[src/hdl/qrrsm_pkg.sv]
package qrrsm_pkg;

    localparam int unsigned RULE_ROWS_DEF    = 32;
    localparam int unsigned MEASURE_BITS_DEF = 24;

    // Widths of the item fields
    localparam int unsigned OP_W     = 3;
    localparam int unsigned IDX_W    = 5;
    localparam int unsigned ALERT_W  = 2;
    localparam int unsigned STATE_W  = 4;
    localparam int unsigned ACTION_W = 8;
    localparam int unsigned SEL_W    = 3;
    localparam int unsigned FIELD_W  = 24;

    // Opcodes
    localparam logic [OP_W-1:0] OP_KEYS    = 3'd0;
    localparam logic [OP_W-1:0] OP_BOUND   = 3'd1;
    localparam logic [OP_W-1:0] OP_ALERT   = 3'd2;
    localparam logic [OP_W-1:0] OP_RECOVER = 3'd3;
    localparam logic [OP_W-1:0] OP_CLEAR   = 3'd4;

    // Bound slots of a row
    localparam int unsigned BND_SLOTS    = 6;
    localparam int unsigned BND_LAT_MIN  = 0;
    localparam int unsigned BND_LAT_MAX  = 1;
    localparam int unsigned BND_JIT_MIN  = 2;
    localparam int unsigned BND_JIT_MAX  = 3;
    localparam int unsigned BND_LOSS_MIN = 4;
    localparam int unsigned BND_LOSS_MAX = 5;

    typedef struct packed {
        logic                valid;
        logic [STATE_W-1:0]  state_key;
        logic [ALERT_W-1:0]  alert_key;
        logic [ACTION_W-1:0] action;
        logic [STATE_W-1:0]  next_state;
    } t_key_word;

    typedef struct packed {
        logic load;
        logic clr_run;
        logic srch_run;
        logic test_init;
        logic test_run;
        logic trans_rd;
        logic trans_apply;
        logic out_load;
    } t_dp_cmd;

    typedef struct packed {
        logic clr_last;
        logic srch_done;
        logic test_done;
        logic flags_any;
    } t_dp_sts;

endpackage

[src/hdl/qrrsm_ctrl.sv]
module qrrsm_ctrl (
    input  logic                         i_clk,
    input  logic                         i_rst_n,
    input  logic                         i_valid,
    output logic                         o_ready,
    input  logic [qrrsm_pkg::OP_W-1:0]   i_opcode,
    output logic                         o_valid,
    input  logic                         i_ready,
    output qrrsm_pkg::t_dp_cmd           o_cmd,
    input  qrrsm_pkg::t_dp_sts           i_sts
);

    typedef enum logic [2:0] {
        ST_CLEAR,
        ST_IDLE,
        ST_SEARCH,
        ST_TEST,
        ST_TRANS,
        ST_APPLY,
        ST_DONE
    } t_state;

    t_state r_state, n_state;
    logic   r_out_valid, n_out_valid;
    logic   r_rcv, n_rcv;
    logic   r_clr_item, n_clr_item;
    logic   accept;

    assign o_ready = (r_state == ST_IDLE);
    assign accept  = i_valid && o_ready;
    assign o_valid = r_out_valid;

    always_comb begin
        n_state     = r_state;
        n_rcv       = r_rcv;
        n_clr_item  = r_clr_item;
        o_cmd       = '0;
        o_cmd.load  = accept;

        unique case (r_state)
            ST_CLEAR: begin
                o_cmd.clr_run = 1'b1;
                if (i_sts.clr_last) begin
                    n_state = r_clr_item ? ST_DONE : ST_IDLE;
                end
            end
            ST_IDLE: begin
                if (accept) begin
                    unique case (i_opcode)
                        qrrsm_pkg::OP_ALERT: begin
                            n_rcv   = 1'b0;
                            n_state = ST_SEARCH;
                        end
                        qrrsm_pkg::OP_RECOVER: begin
                            n_rcv   = 1'b1;
                            n_state = ST_SEARCH;
                        end
                        qrrsm_pkg::OP_CLEAR: begin
                            n_clr_item = 1'b1;
                            n_state    = ST_CLEAR;
                        end
                        default: n_state = ST_DONE;
                    endcase
                end
            end
            ST_SEARCH: begin
                if (!i_sts.srch_done) begin
                    o_cmd.srch_run = 1'b1;
                end else if (r_rcv) begin
                    n_state = ST_TRANS;
                end else begin
                    o_cmd.test_init = 1'b1;
                    n_state         = ST_TEST;
                end
            end
            ST_TEST: begin
                if (!i_sts.test_done) begin
                    o_cmd.test_run = 1'b1;
                end else begin
                    n_state = i_sts.flags_any ? ST_TRANS : ST_DONE;
                end
            end
            ST_TRANS: begin
                o_cmd.trans_rd = 1'b1;
                n_state        = ST_APPLY;
            end
            ST_APPLY: begin
                o_cmd.trans_apply = 1'b1;
                n_state           = ST_DONE;
            end
            ST_DONE: begin
                // hold the result until the output register is free
                if (!r_out_valid || i_ready) begin
                    o_cmd.out_load = 1'b1;
                    n_state        = ST_IDLE;
                end
            end
            default: n_state = ST_IDLE;
        endcase

        if (o_cmd.out_load) begin
            n_out_valid = 1'b1;
        end else if (i_ready) begin
            n_out_valid = 1'b0;
        end else begin
            n_out_valid = r_out_valid;
        end
    end

    always_ff @(posedge i_clk) begin
        if (!i_rst_n) begin
            r_state     <= ST_CLEAR;
            r_out_valid <= 1'b0;
            r_rcv       <= 1'b0;
            r_clr_item  <= 1'b0;
        end else begin
            r_state     <= n_state;
            r_out_valid <= n_out_valid;
            r_rcv       <= n_rcv;
            r_clr_item  <= (n_state == ST_IDLE) ? 1'b0 : n_clr_item;
        end
    end

endmodule

[config.mk]
export PLATFORM = sky130hd
export DESIGN_NAME = qrrsm_ctrl
export DESIGN_NICKNAME = d
export VERILOG_FILES = /design/src/hdl/qrrsm_pkg.sv /design/src/hdl/qrrsm_ctrl.sv
export SDC_FILE = /design/constraint.sdc
export NUM_CORES = 1
export LEC_CHECK = 0
export ABC_AREA = 1
export BUFFER_PORTS_ARGS = -buffer_cell sky130_fd_sc_hd__buf_4
export CORE_MARGIN = 2
export CORE_UTILIZATION = 30
export DETAILED_ROUTE_END_ITERATION = 8
export GPL_TIMING_DRIVEN = 0
export PLACE_DENSITY = 0.52
export SYNTH_ARGS = -nofsm -noshare
export SYNTH_HDL_FRONTEND = slang
export SYNTH_SLANG_ARGS = --single-unit
[constraint.sdc]
create_clock -name i_clk -period 2.5 [get_ports i_clk]
set_input_delay 0 -clock i_clk [delete_from_list [all_inputs] [get_ports i_clk]]
set_output_delay 0 -clock i_clk [all_outputs]
set_load 0.005 [all_outputs]
## After elaboration in Yosys (flattened, before gate mapping)

Cells that the tools add are included.

- Output and inout bits: 10
- Bits in registers: 6
- Logic and storage cells: 49
- Input bits: 11

- Eq/ne operators: 10
- Muxes and demuxes: 24
- Bitwise logic cells: 1
- Reduce and logical (&&, ||, !) cells: 10

Operators by type and width:

| operator | count |
|---|---|
| two-way mux 3 bit | 7 |
| case mux 3 bit (7 select lines) | 1 |
| equality test 3 x 2 -> 1 bit, second input constant | 4 |
| equality test 3 bit, second input constant | 4 |
| two-way mux 1 bit | 12 |
| equality test 3 x 1 -> 1 bit, second input constant | 2 |
| case mux 3 bit (2 select lines) | 1 |
| AND reduction 3 bit | 2 |
| two-way mux 2 bit | 2 |
| nonzero test 2 bit | 2 |
| OR reduction 2 bit | 2 |
| logical NOT 3 bit | 1 |
| case mux 1 bit (2 select lines) | 1 |
| logical AND 1 bit | 1 |
| logical NOT 1 bit | 1 |
| logical OR 1 bit | 1 |
| inverter 1 bit | 1 |

## Longest topological paths before layout

Gate-level depths: netlist of the first run.

- Depth after elaboration: 7
- Depth in mapped cells: 11
- Gate-level depth less buffers: 10

## Least setup slack after synthesis of the first run

OpenSTA, ideal clock, no wires.

- Kind: register -> register
- Start point: reg r_state[1]
- End point: reg r_clr_item
- Stages on the path, launching flop included: 11
- Buffers on the path: 1
- Data arrival time: 1.047 ns
- Setup time: 0.109 ns
- Setup slack: 1.344 ns
- Data required time: 2.391 ns
- Clock period less this slack: 1.156 ns
- Path through: dfxtp_1 buf_6 inv_2 nand2_1 nor2_1 nor2_2 nand2_1 nor2_1 nand3_1 nand2_1 inv_1

- Word-level cells in the longest chain between the ends: 6
- Elaborated cells between the ends (all ways): 17
- Those cells by class: eq/ne (7); mux (6); reduce/logical (4)

Ends and longest elaborated chain:

| element | RTL line | text |
|---|---|---|
| start: declaration | qrrsm_ctrl.sv:23 | `t_state r_state, n_state;` |
| start signal: assignment | qrrsm_ctrl.sv:117 | `r_state <= n_state;` |
| equality test 3 x 1 -> 1 bit | qrrsm_ctrl.sv:29, qrrsm_ctrl.sv:40 |  |
| logical AND 1 bit | qrrsm_ctrl.sv:30 | `assign accept = i_valid && o_ready;` |
| two-way mux 3 bit | qrrsm_ctrl.sv:48 | `if (accept) begin` |
| case mux 3 bit (7 select lines) | qrrsm_ctrl.sv:40 | `unique case (r_state)` |
| equality test 3 x 1 -> 1 bit | qrrsm_ctrl.sv:120 | `r_clr_item <= (n_state == ST_IDLE) ? 1'b0 : n_clr_item;` |
| OR reduction 2 bit (no line) | -- |  |
| end signal: assignment | qrrsm_ctrl.sv:120 |  |
| end: declaration | qrrsm_ctrl.sv:26 | `logic r_clr_item, n_clr_item;` |

Parallel ways exist; a longest one is shown, timed or not.
A chain may end at the register's enable or synchronous reset.

## Final worst setup path of the first run

- Start point: reg r_state[0]
- End point: reg r_clr_item

Same word-level chain as after synthesis.

==> summary.md, run 1 <==
| Metric | Value |
|---|---|
| Outcome | completed |
| Warnings from Yosys | 0 |
| Post-DR wirelength/cell | 8.80 um |
| Post-CTS Hold Fix Bufs | 1 |
| Slack of the critical path | 1170 ps |
| Arr. time, crit path | 1470 ps |
| Final period util | 0.533 |
| Worst Path Class, Setup | reg2reg |
| Die H | 45.6 um |
| Routed Antenna Nets | 0 |
| Layout cell share with drive strength beyond 1 | 0.319 |
| Chip width | 45.6 um |
| RSZ-0062 raised after global routing | no |
| Syn Area/Cell | 5.64 um^2 |
| Cell row count | 15 |
| Sw Ratio | 0.426 |
| # setup viols final | 0 |
| Vias | 588 |
| Seq/Total Area, Yosys | 0.231 |
| DR DRC count | 0 |
| Skew-Pair Late Insertion Delay | 230 ps |
| Hpwl dp | 1000 um |
| Distinct cells, synth | 16 |
| Slew at the pin closest to its max-slew limit | 272 ps |
| Internal power | 314 uW |
| Postcts setup bufs | 0 |
| Power density cells | 757 mW/mm^2 |
| Total die area | 0.00208 mm^2 |
| Slew margin rel. | 0.818 |
| Cells after Synth | 92 |
| Tot GR Track Use | 0.127 |
| Placed insts | 129 |
| Initial DRC Count | 6 |
| Critical path launch point type | flip-flop |
| TritonCTS clock tree | yes |
| Initial antenna violation count | 0 |
| Clk slew on worst S/H paths | 40 ps |
| Power share of the clock group | 0.151 |
| Register bit total from synthesis | 6 |
| Flop pwr share | 0.252 |
| Post-Synthesis Net Count | 103 |
| Comb power frac | 0.597 |
| Syn Std Cell Area | 519 um^2 |
| Hold crit path type | in2reg |
| Final hold violations | 0 |
| Initial core utilization | 0.311 |
| Total gr overflow | 0 |
| Wl on met1 | 553 um |
| VDD IR max | 517 uV |
| Pins Over Slew Limit | 0 |
| PostCTS Resize Cnt | 0 |
| CTS H-Tree Depth | 1 |
| Vias in the first global route | 488 |
| Met3 routed WL | 93 um |
| Min Tclk post-route | 1330 ps |
| Pre-CTS setup slack | 1170 ps |
| CTS sink cnt | 6 |
| Ant diodes | 0 |
| Area grow syn2layout | 39.3% |
| Global-route wire length before repair | 1930 um |
| Core Area | 0.00167 mm^2 |
| Psw | 233 uW |
| Drt first pass iters | 4 |
| Nets@finish | 129 |
| Clock Tree Root | clkbuf_4 |
| Total CTS buffers | 3 |
| GPL Wtd Cong | 0.793 |
| CP Capture Type | flip-flop |
| I/O Buffers | 20 |
| Final Non-Filler Cells | 133 |
| DR top layer | met4 |
| Routed vias/inst | 4.42 |
| Setup Total Neg Slack | 0 ps |
| Max-cap check violation count | 0 |
| Met2 routed WL | 519 um |
| Clock Tree Buf Depth | 2 |
| Final Power | 547 uW |
| Critical path peak fanout | 7 |
| Clock Skew | 1.64 ps |
| WL final | 1170 um |
| Critical path required time | 2630 ps |
| Peak Freq | 0.750 GHz |
| Static Leak | 0.000420 uW |
| I/O pin count | 21 |
| Largest net degree at the start of global routing | 9 |
==> flip-flops by register name, summed over array words and instances (netlist names) <==
signal and flops:
o_valid 1, r_rcv 1, r_clr_item 1, r_state 3
==> layout by cell type (no fill, tap or decap), drive strengths merged, types with 3 or more instances in the layout <==
master	netlist	layout
dfxtp	6	6
o21ai	3	3
a21oi	3	3
clkbuf	0	3
nand2	20	20
buf	4	24
inv	15	15
nand3	10	10
nor2	28	28
==> cell families after synthesis <==
kind of cell,synth area share
buffers and inverters,0.173
DFF,0.231
AOI/OAI and AO/OA,0.0843
and+or+nand+nor,0.511
==> metrics by stage <==
stage / utilization / hold WS, ps / instance area, um^2
after global placement: 0.413 / 207 / 691
final: 0.433 / 37.9 / 723
after detailed placement: 0.413 / 204 / 691
after CTS: 0.433 / 36.6 / 723
after floorplan: - / 28.9 / 519
after global routing: 0.433 / 63.5 / 723
==> worst paths after layout <==
check / from / to / slack (ps) / cells past startpoint
worst max-delay path: r_state[0]$_SDFF_PN0_ / r_clr_item$_SDFFE_PP0P_ / 1170 / 9
worst min-delay path: i_opcode[0] / r_rcv$_SDFFE_PN0P_ / 40 / 3
worst max register to register: r_state[0]$_SDFF_PN0_ / r_clr_item$_SDFFE_PP0P_ / 1170 / 9
worst min register to register: o_valid$_SDFFE_PN0P_ / o_valid$_SDFFE_PN0P_ / 510 / 2
==> synth_stat cells <==
| cell type | count | area (um^2) |
|---|---|---|
| nand2_1 | 20 | 75.1 |
| nand3_1 | 7 | 35.0 |
| o21ai_0 | 3 | 15.0 |
| nor2_4 | 1 | 11.3 |
| nor2_2 | 1 | 6.26 |
| nand3_2 | 3 | 30.0 |
| a21oi_1 | 3 | 15.0 |
| buf_4 | 3 | 22.5 |
| nor2_1 | 26 | 97.6 |
| nor3_2 | 1 | 10.0 |
| dfxtp_1 | 6 | 120 |
| inv_1 | 11 | 41.3 |
| buf_6 | 1 | 11.3 |
| inv_2 | 4 | 15.0 |
| o211ai_1 | 1 | 7.51 |
| a31oi_1 | 1 | 6.26 |
==> critical path: stages, from the launching register on <==
cell and delay, ps:
dfxtp_1 470, inv_2 120, nand3_2 90, nor2_1 50, nor2_2 90, nand2_1 60, nor2_1 170, nand3_1 90
nand2_1 60, inv_1 30
==> layer usage <==
| layer | vias to the layer above | GRT usage |
|---|---|---|
| li1 | 329 | - |
| met1 | 238 | 0.179 |
| met2 | 19 | 0.194 |
| met3 | 2 | 0.0238 |
| met4 | 0 | 0.0353 |
| met5 | - | 0 |
==> power by group through the flow <==
stage	clock network (uW)	logic (uW)	registers (uW)
global placement	0	329	140
floorplan	0	222	131
detailed placement	0	329	139
finish	82.9	327	138
CTS	87.0	331	137
global route	96.4	371	140
==> layout make-up <==
class | count | area [um^2]
clock buffer | 3 | 22.5
sequential | 6 | 120
tap | 17 | 21.3
buffer | 4 | 33.8
fill | 197 | 947
timing repair buffer | 21 | 160
inverter | 15 | 56.3
multi-input combinational | 67 | 309
No activity file was read; power rests on OpenSTA's default activity.
==> run 2: changes to the inputs <==
Clock period 2.5 ns to 1.3 ns, I/O delays scaled along.
==> summary.md, run 2 (same netlist as run 1, synthesis figures left out) <==
| Metric | Value |
|---|---|
| Outcome | completed |
| Worst reg2reg setup slack | 80 ps (-1090 ps) |
| Worst Path Class, Setup | reg2reg |
| Clk slew on worst S/H paths | 40 ps (about the same) |
| Final hold violations | 0 (unchanged) |
| Sw Ratio | 0.440 (+0.0142) |
| Routed vias/inst | 4.61 (+4.4%) |
| Total gr overflow | 0 (unchanged) |
| Core Area | 0.00167 mm^2 (unchanged) |
| Peak Freq | 0.820 GHz (+9.4%) |
| Max FFs per register | 3 (unchanged) |
| Vias | 623 (+6.0%) |
| Clock Tree Root | clkbuf_4 |
| Critical path launch point type | flip-flop |
| Critical-path cell list | buf_8, inv_8, nand3_4, inv_2, nand2_1, nand3_2, nor2_2, nand3_1, nand2_1, inv_1 |
| Drt first pass iters | 3 (-1) |
| Final period util | 0.938 (+0.404) |
| Final Power | 1290 uW (+140%) |
| Hpwl dp | 1000 um (unchanged) |
| I/O Buffers | 20 (unchanged) |
| Commonest non-fill, non-tap cells in the layout | 24 x buf_4, 20 x nor2_1, 18 x nand2_1, 11 x inv_1, 7 x nor2_2 |
| Clock Tree Buf Depth | 2 (unchanged) |
| CP Capture Type | flip-flop |
| Worst Setup EP | r_clr_item$_SDFFE_PP0P_ |
| Power density cells | 1570 mW/mm^2 (+110%) |
| VDD IR max | 1210 uV (+130%) |
| Filler cells | 188 (-4.6%) |
| Tot GR Track Use | 0.127 (unchanged) |
| Ant diodes | 0 (unchanged) |
| Skew-Pair Late Insertion Delay | 230 ps (about the same) |
| Psw | 567 uW (+140%) |
| Post-DR wirelength/cell | 9.69 um (+10%) |
| # setup viols final | 0 (unchanged) |
| Slew at the pin closest to its max-slew limit | 188 ps (-84.4 ps) |
| Chip width | 45.6 um (unchanged) |
| Hold WS | 37.3 ps (-0.578 ps) |
| Crit path top cell by count | nand2_1 |
| CTS H-Tree Depth | 1 (unchanged) |
| Post-layout instance area | 822 um^2 (+14%) |
| Static Leak | 0.000451 uW (+7.3%) |
| Global-route wire length before repair | 1930 um (unchanged) |
| Pins Over Slew Limit | 0 (unchanged) |
| I/O pin count | 21 (unchanged) |
| Min Tclk post-route | 1220 ps (-115 ps) |
| Largest net degree at the start of global routing | 9 (unchanged) |
| Slew margin rel. | 0.874 (+0.0552) |
| Total die area | 0.00208 mm^2 (unchanged) |
| Cell row count | 15 (unchanged) |
| Hold Path Depth | 3 (unchanged) |
| DR DRC count | 0 (unchanged) |
| GPL Wtd Cong | 0.793 (unchanged) |
| Worst setup startpoint | r_state[1]$_SDFF_PN0_ |
| RSZ-0062 raised after global routing | yes |
| Layout cell share with drive strength beyond 1 | 0.449 (+0.130) |
| WL final | 1310 um (+12%) |
| Initial core utilization | 0.311 (unchanged) |
| Nets@finish | 131 (+1.6%) |
| CTS sink cnt | 6 (unchanged) |
| Hold crit path type | in2reg |
| Internal power | 721 uW (+130%) |
| Max stage delay on crit path | 330 ps (-140 ps) |
| Routed Antenna Nets | 0 (unchanged) |
| Reg2Reg Depth | 10 (+1) |
| Power share of the clock group | 0.124 (-0.027) |
| Comb power frac | 0.641 (+0.044) |
| Area grow syn2layout | 58.3% |
| Vias in the first global route | 488 (unchanged) |
| RR Endpoint | r_clr_item$_SDFFE_PP0P_ |
| Most common cell after layout, fill and taps aside | buf_4 |
| Flop pwr share | 0.235 (-0.017) |
| Total CTS buffers | 3 (unchanged) |
| Reg with most FFs | r_state |
| RR Startpoint | r_state[1]$_SDFF_PN0_ |
| Critical path peak fanout | 8 (+1) |
| Clock Skew | 1.62 ps (-0.0214 ps) |
| TritonCTS clock tree | yes |
| Max-cap check violation count | 0 (unchanged) |
| Arr. time, crit path | 1350 ps (-120 ps) |
| Placed instance area | 691 um^2 (unchanged) |
| Initial antenna violation count | 0 (unchanged) |
| Slowest cell on the critical path | dfxtp_2 |
| Critical path required time | 1430 ps (-1200 ps) |
| Initial DRC Count | 6 (unchanged) |
| Die H | 45.6 um (unchanged) |
[run 2: power by group through the flow]
stage	Sequential [uW]	Clock [uW]	Combinational, uW
final	303	160	826
after floorplan	253	0	428
after CTS	267	167	641
after detailed placement	268	0	632
after global routing	308	185	909
after global placement	268	0	632
[run 2: stage by stage]
stage,setup WS [ps],TNS (ps),std cells,util
floorplan,144,0,92,-
global placement,-41.1,-41.1,129,0.413
detailed placement,-27.3,-27.3,129,0.413
CTS,11.3,0,133,0.435
global route,-28.0,-28.0,135,0.492
finish,80.9,0,135,0.492
[run 2: timing repair]
| action | in CTS | in global routing |
|---|---|---|
| setup endpoints to repair | 1 | 4 |
| buffers inserted | 0 | 2 |
| pin swaps | 0 | 6 |
| hold endpoints to repair | 1 | 0 |
| hold buffers | 1 | 0 |
| resized for setup | 2 | 23 |
[run 2: final cells by class]
type,count,area (um^2),area share
inverters,15,68.8,0.0837
repair buffers,23,175,0.213
well taps,17,21.3,0.0259
multi-input cells,67,367,0.446
flip-flops and latches,6,126,0.154
clock buffers,3,22.5,0.0274
plain buffers,4,41.3,0.0502
[run 2: routing by layer]
| layer | track usage | routed length [um] | vias up |
|---|---|---|---|
| met1 | 0.179 | 588 | 275 |
| met4 | 0.0353 | 4 | 0 |
| met3 | 0.0238 | 62 | 2 |
| li1 | - | - | 333 |
| met2 | 0.194 | 653 | 13 |
| met5 | 0 | 0 | - |
[run 2: critical path, delay by kind of cell, from the launching register on]
family	cells	cell delay (ps)
AND/OR/NAND/NOR	6	500
flip-flops	1	330
buffers and inverters	4	270
[run 2: how the worst min path moves through the flow]
stage,from,to
2_1_floorplan,i_sts[1],o_cmd[3]
4_1_cts,i_opcode[0],r_rcv$_SDFFE_PN0P_
6_report,i_opcode[0],r_rcv$_SDFFE_PN0P_
3_5_place_dp,i_rst_n,r_state[0]$_SDFF_PN0_
5_1_grt,i_ready,o_valid$_SDFFE_PN0P_
3_3_place_gp,i_rst_n,r_state[0]$_SDFF_PN0_
==> run 3: changes to the inputs <==
Settings changed: ABC_AREA 1 to 0, PLACE_DENSITY 0.52 to 0.53, RECOVER_POWER set to 25.
==> summary.md, run 3 <==
| Metric | Value |
|---|---|
| Outcome | finished, violations left |
| Failing checks | setup timing |
| Max-cap check violation count | 0 (unchanged) |
| Post-DR wirelength/cell | 12.5 um (+29%) |
| DR top layer | met3 |
| Top cell type's share of synthesized area | 0.244 (+0.0123) |
| Synth area leaders | dfxtp_1 24%, a211oi_2 5.1%, buf_6 4.6% |
| RR Endpoint | r_clr_item$_SDFFE_PP0P_ |
| Critical-path cell list | buf_6, and4bb_4, and3_4, a211oi_4, a211oi_2 |
| Drt first pass iters | 4 (+1) |
| RSZ-0062 raised after global routing | yes |
| Power density cells | 956 mW/mm^2 (-39%) |
| Routed Antenna Nets | 0 (unchanged) |
| Hold Path Depth | 3 (unchanged) |
| Max stage delay on crit path | 350 ps (+20 ps) |
| Vias in the first global route | 464 (-4.9%) |
| Skew-Pair Late Insertion Delay | 240 ps (about the same) |
| Register bit total from synthesis | 6 (unchanged) |
| Core Area | 0.00152 mm^2 (-8.8%) |
| Flop pwr share | 0.276 (+0.041) |
| Initial antenna violation count | 0 (unchanged) |
| Most common cell after layout, fill and taps aside | buf_4 |
| Hold Crit Start | i_opcode[0] |
| Global-route wire length before repair | 1890 um (-1.8%) |
| Final period util | 1.00 (+0.0660) |
| Die H | 44.5 um (-2.3%) |
| CP delay by family, top | simple AND/OR/NAND/NOR gates |
| WL final | 1320 um (+0.54%) |
| Clk slew on worst S/H paths | 40 ps (about the same) |
| VDD IR max | 727 uV (-40%) |
| Commonest non-fill, non-tap cells in the layout | 26 x buf_4, 5 x nor2_1, 5 x dfxtp_1, 4 x clkbuf_4 |
| Distinct cells, synth | 33 (+17) |
| I/O pin count | 21 (unchanged) |
| Ys flop type | dfxtp_1 |
| Reg with most FFs | r_state |
| Min Tclk post-route | 1300 ps (+85.8 ps) |
| Power share of the clock group | 0.222 (+0.098) |
| DR DRC count | 0 (unchanged) |
| Clock Tree Root | clkbuf_4 |
| Buf/Inv on CP | 1 (-3) |
| Filler cells | 152 (-19%) |
| # setup viols final | 1 (+1) |
| Psw | 244 uW (-57%) |
| Syn Area/Cell | 8.08 um^2 (+43%) |
| Area grow syn2layout | 60.7% |
| Placed instance area | 663 um^2 (-4.0%) |
| Post-layout instance area | 792 um^2 (-3.7%) |
| Nets@finish | 102 (-22%) |
| Slowest cell on the critical path | and4bb_4 |
| Critical path required time | 1460 ps (+30 ps) |
| Worst reg2reg setup slack | -5 ps (-90 ps) |
| Cell row count | 14 (-1) |
| Routed vias/inst | 5.30 (+15%) |
| Vias | 556 (-11%) |
| Post-synth EDFFs | 0 (unchanged) |
| Hpwl dp | 927 um (-7.5%) |
| Seq/Total Area, Yosys | 0.244 (+0.0123) |
| Tot GR Track Use | 0.131 (+0.00422) |
| Comb power frac | 0.502 (-0.139) |
| Chip width | 44.5 um (-2.3%) |
| RR Startpoint | r_state[1]$_SDFF_PN0_ |
| Total gr overflow | 0 (unchanged) |
| Post-CTS Hold Fix Bufs | 0 (-1) |
| CP Capture Type | flip-flop |
| Met2 routed WL | 621 um (-4.9%) |
| Ant diodes | 0 (unchanged) |
| Biggest area consumer among synthesized cells | dfxtp_1 |
| Hold crit path type | in2reg |
| Wl on met1 | 586 um (-0.34%) |
| Area of the multi-input gates | 383 um^2 (+4.4%) |
| CTS sink cnt | 6 (unchanged) |
| Largest net degree at the start of global routing | 11 (+2) |
| Final Power | 757 uW (-41%) |
| Arr. time, crit path | 1470 ps (+120 ps) |
| Internal power | 513 uW (-29%) |
| Sw Ratio | 0.322 (-0.118) |
| Slew margin rel. | 0.766 (-0.108) |
| Initial core utilization | 0.323 (+0.0126) |
| Register Area | 121 um^2 (-4.0%) |
| Critical path launch point type | flip-flop |
| Pins Over Slew Limit | 0 (unchanged) |
| Cells after Synth | 61 (-34%) |
| Final hold violations | 0 (unchanged) |
| Syn Std Cell Area | 493 um^2 (-5.1%) |
| Reg2Reg Depth | 5 (-5) |
| CTS H-Tree Depth | 1 (unchanged) |
| Synth top cells by count | 6 x dfxtp_1, 6 x nor2_1 |
| I/O Buffers | 20 (unchanged) |
| Slew at the pin closest to its max-slew limit | 348 ps (+160 ps) |
| Async set or reset register ratio after synthesis | 0 (unchanged) |
| TritonCTS clock tree | yes |
| Static Leak | 0.000348 uW (-23%) |
| Peak Freq | 0.766 GHz (-6.6%) |
| Worst setup startpoint | r_state[1]$_SDFF_PN0_ |
| Slack of the critical path | -4.88 ps (-85.8 ps) |
| Worst Hold Path EP | r_rcv$_SDFFE_PN0P_ |
| Clock Tree Buf Depth | 2 (unchanged) |
| Total CTS buffers | 3 (unchanged) |
| GPL Wtd Cong | 0.742 (-6.4%) |
| Clock Skew | 2.70 ps (+1.08 ps) |
| Max FFs per register | 3 (unchanged) |
| Post-Synthesis Net Count | 72 (-30%) |
| Initial DRC Count | 12 (+6) |
| Layout cell share with drive strength beyond 1 | 0.584 (+0.135) |
| Worst Path Class, Setup | reg2reg |
| Total die area | 0.00198 mm^2 (-4.6%) |
| Critical path peak fanout | 6 (-2) |
| Warnings from Yosys | 0 (unchanged) |
| Met3 routed WL | 108 um (+74%) |
## run 3: final cells by class
type / instances / share of cell area
Sequential cell: 6 / 0.153
Multi-Input combinational cell: 48 / 0.483
Buffer: 5 / 0.0616
Clock buffer: 3 / 0.0284
Timing Repair Buffer: 25 / 0.237
Tap cell: 16 / 0.0253
Inverter: 2 / 0.0111
## run 3: worst max path at each step
stage / to / slack (ps) / cells after the start
2_1_floorplan: r_state[2]$_SDFF_PN0_ / 60 / 5
3_5_place_dp: r_state[2]$_SDFF_PN0_ / -60 / 5
5_1_grt: o_cmd[3] / -60 / 5
4_1_cts: o_cmd[4] / -8 / 4
6_report: r_clr_item$_SDFFE_PP0P_ / -5 / 5
3_3_place_gp: r_state[2]$_SDFF_PN0_ / -80 / 5
## run 3: worst reg2reg max path: cells and delay by family, from the launching register on
kind	cells	cell delay [ps]
buffers and inverters	1	120
AO/OA/AOI/OAI	2	260
AND/OR/NAND/NOR	2	540
flip-flops	1	310
## run 3: stage by stage
step	utilization	instances	hold slack (ps)	setup TNS, ps	setup slack (ps)
CTS	0.471	102	12.8	-8.32	-8.32
global placement	0.435	97	259	-189	-78.7
detailed placement	0.435	97	266	-133	-58.6
finish	0.520	105	25.7	-4.88	-4.88
global route	0.520	105	51.5	-283	-58.1
floorplan	-	61	129	0	57.5
## run 3: power groups by stage
stage | Clock [uW] | Sequential [uW] | Combinational, uW
floorplan | 0 | 209 | 188
global placement | 0 | 209 | 297
detailed placement | 0 | 209 | 294
CTS | 176 | 207 | 320
global route | 195 | 210 | 407
finish | 168 | 209 | 380
## run 3: layer usage
layer	up-vias	GRT usage
met5	-	0
met1	256	0.157
met4	0	0
met3	0	0.0776
met2	24	0.214
li1	276	-
## run 3: kinds of logic after synthesis
family,synth area share
AO/OA/AOI/OAI,0.223
buffers and inverters,0.104
flip-flops,0.244
multiplexers,0.0203
AND/OR/NAND/NOR,0.409
## run 3: what timing repair did
item                       CTS  global route
resized for setup            4            12
pin swaps                    3             5
hold endpoints to repair     0             0
setup endpoints to repair    5             6
setup buffers                2             3
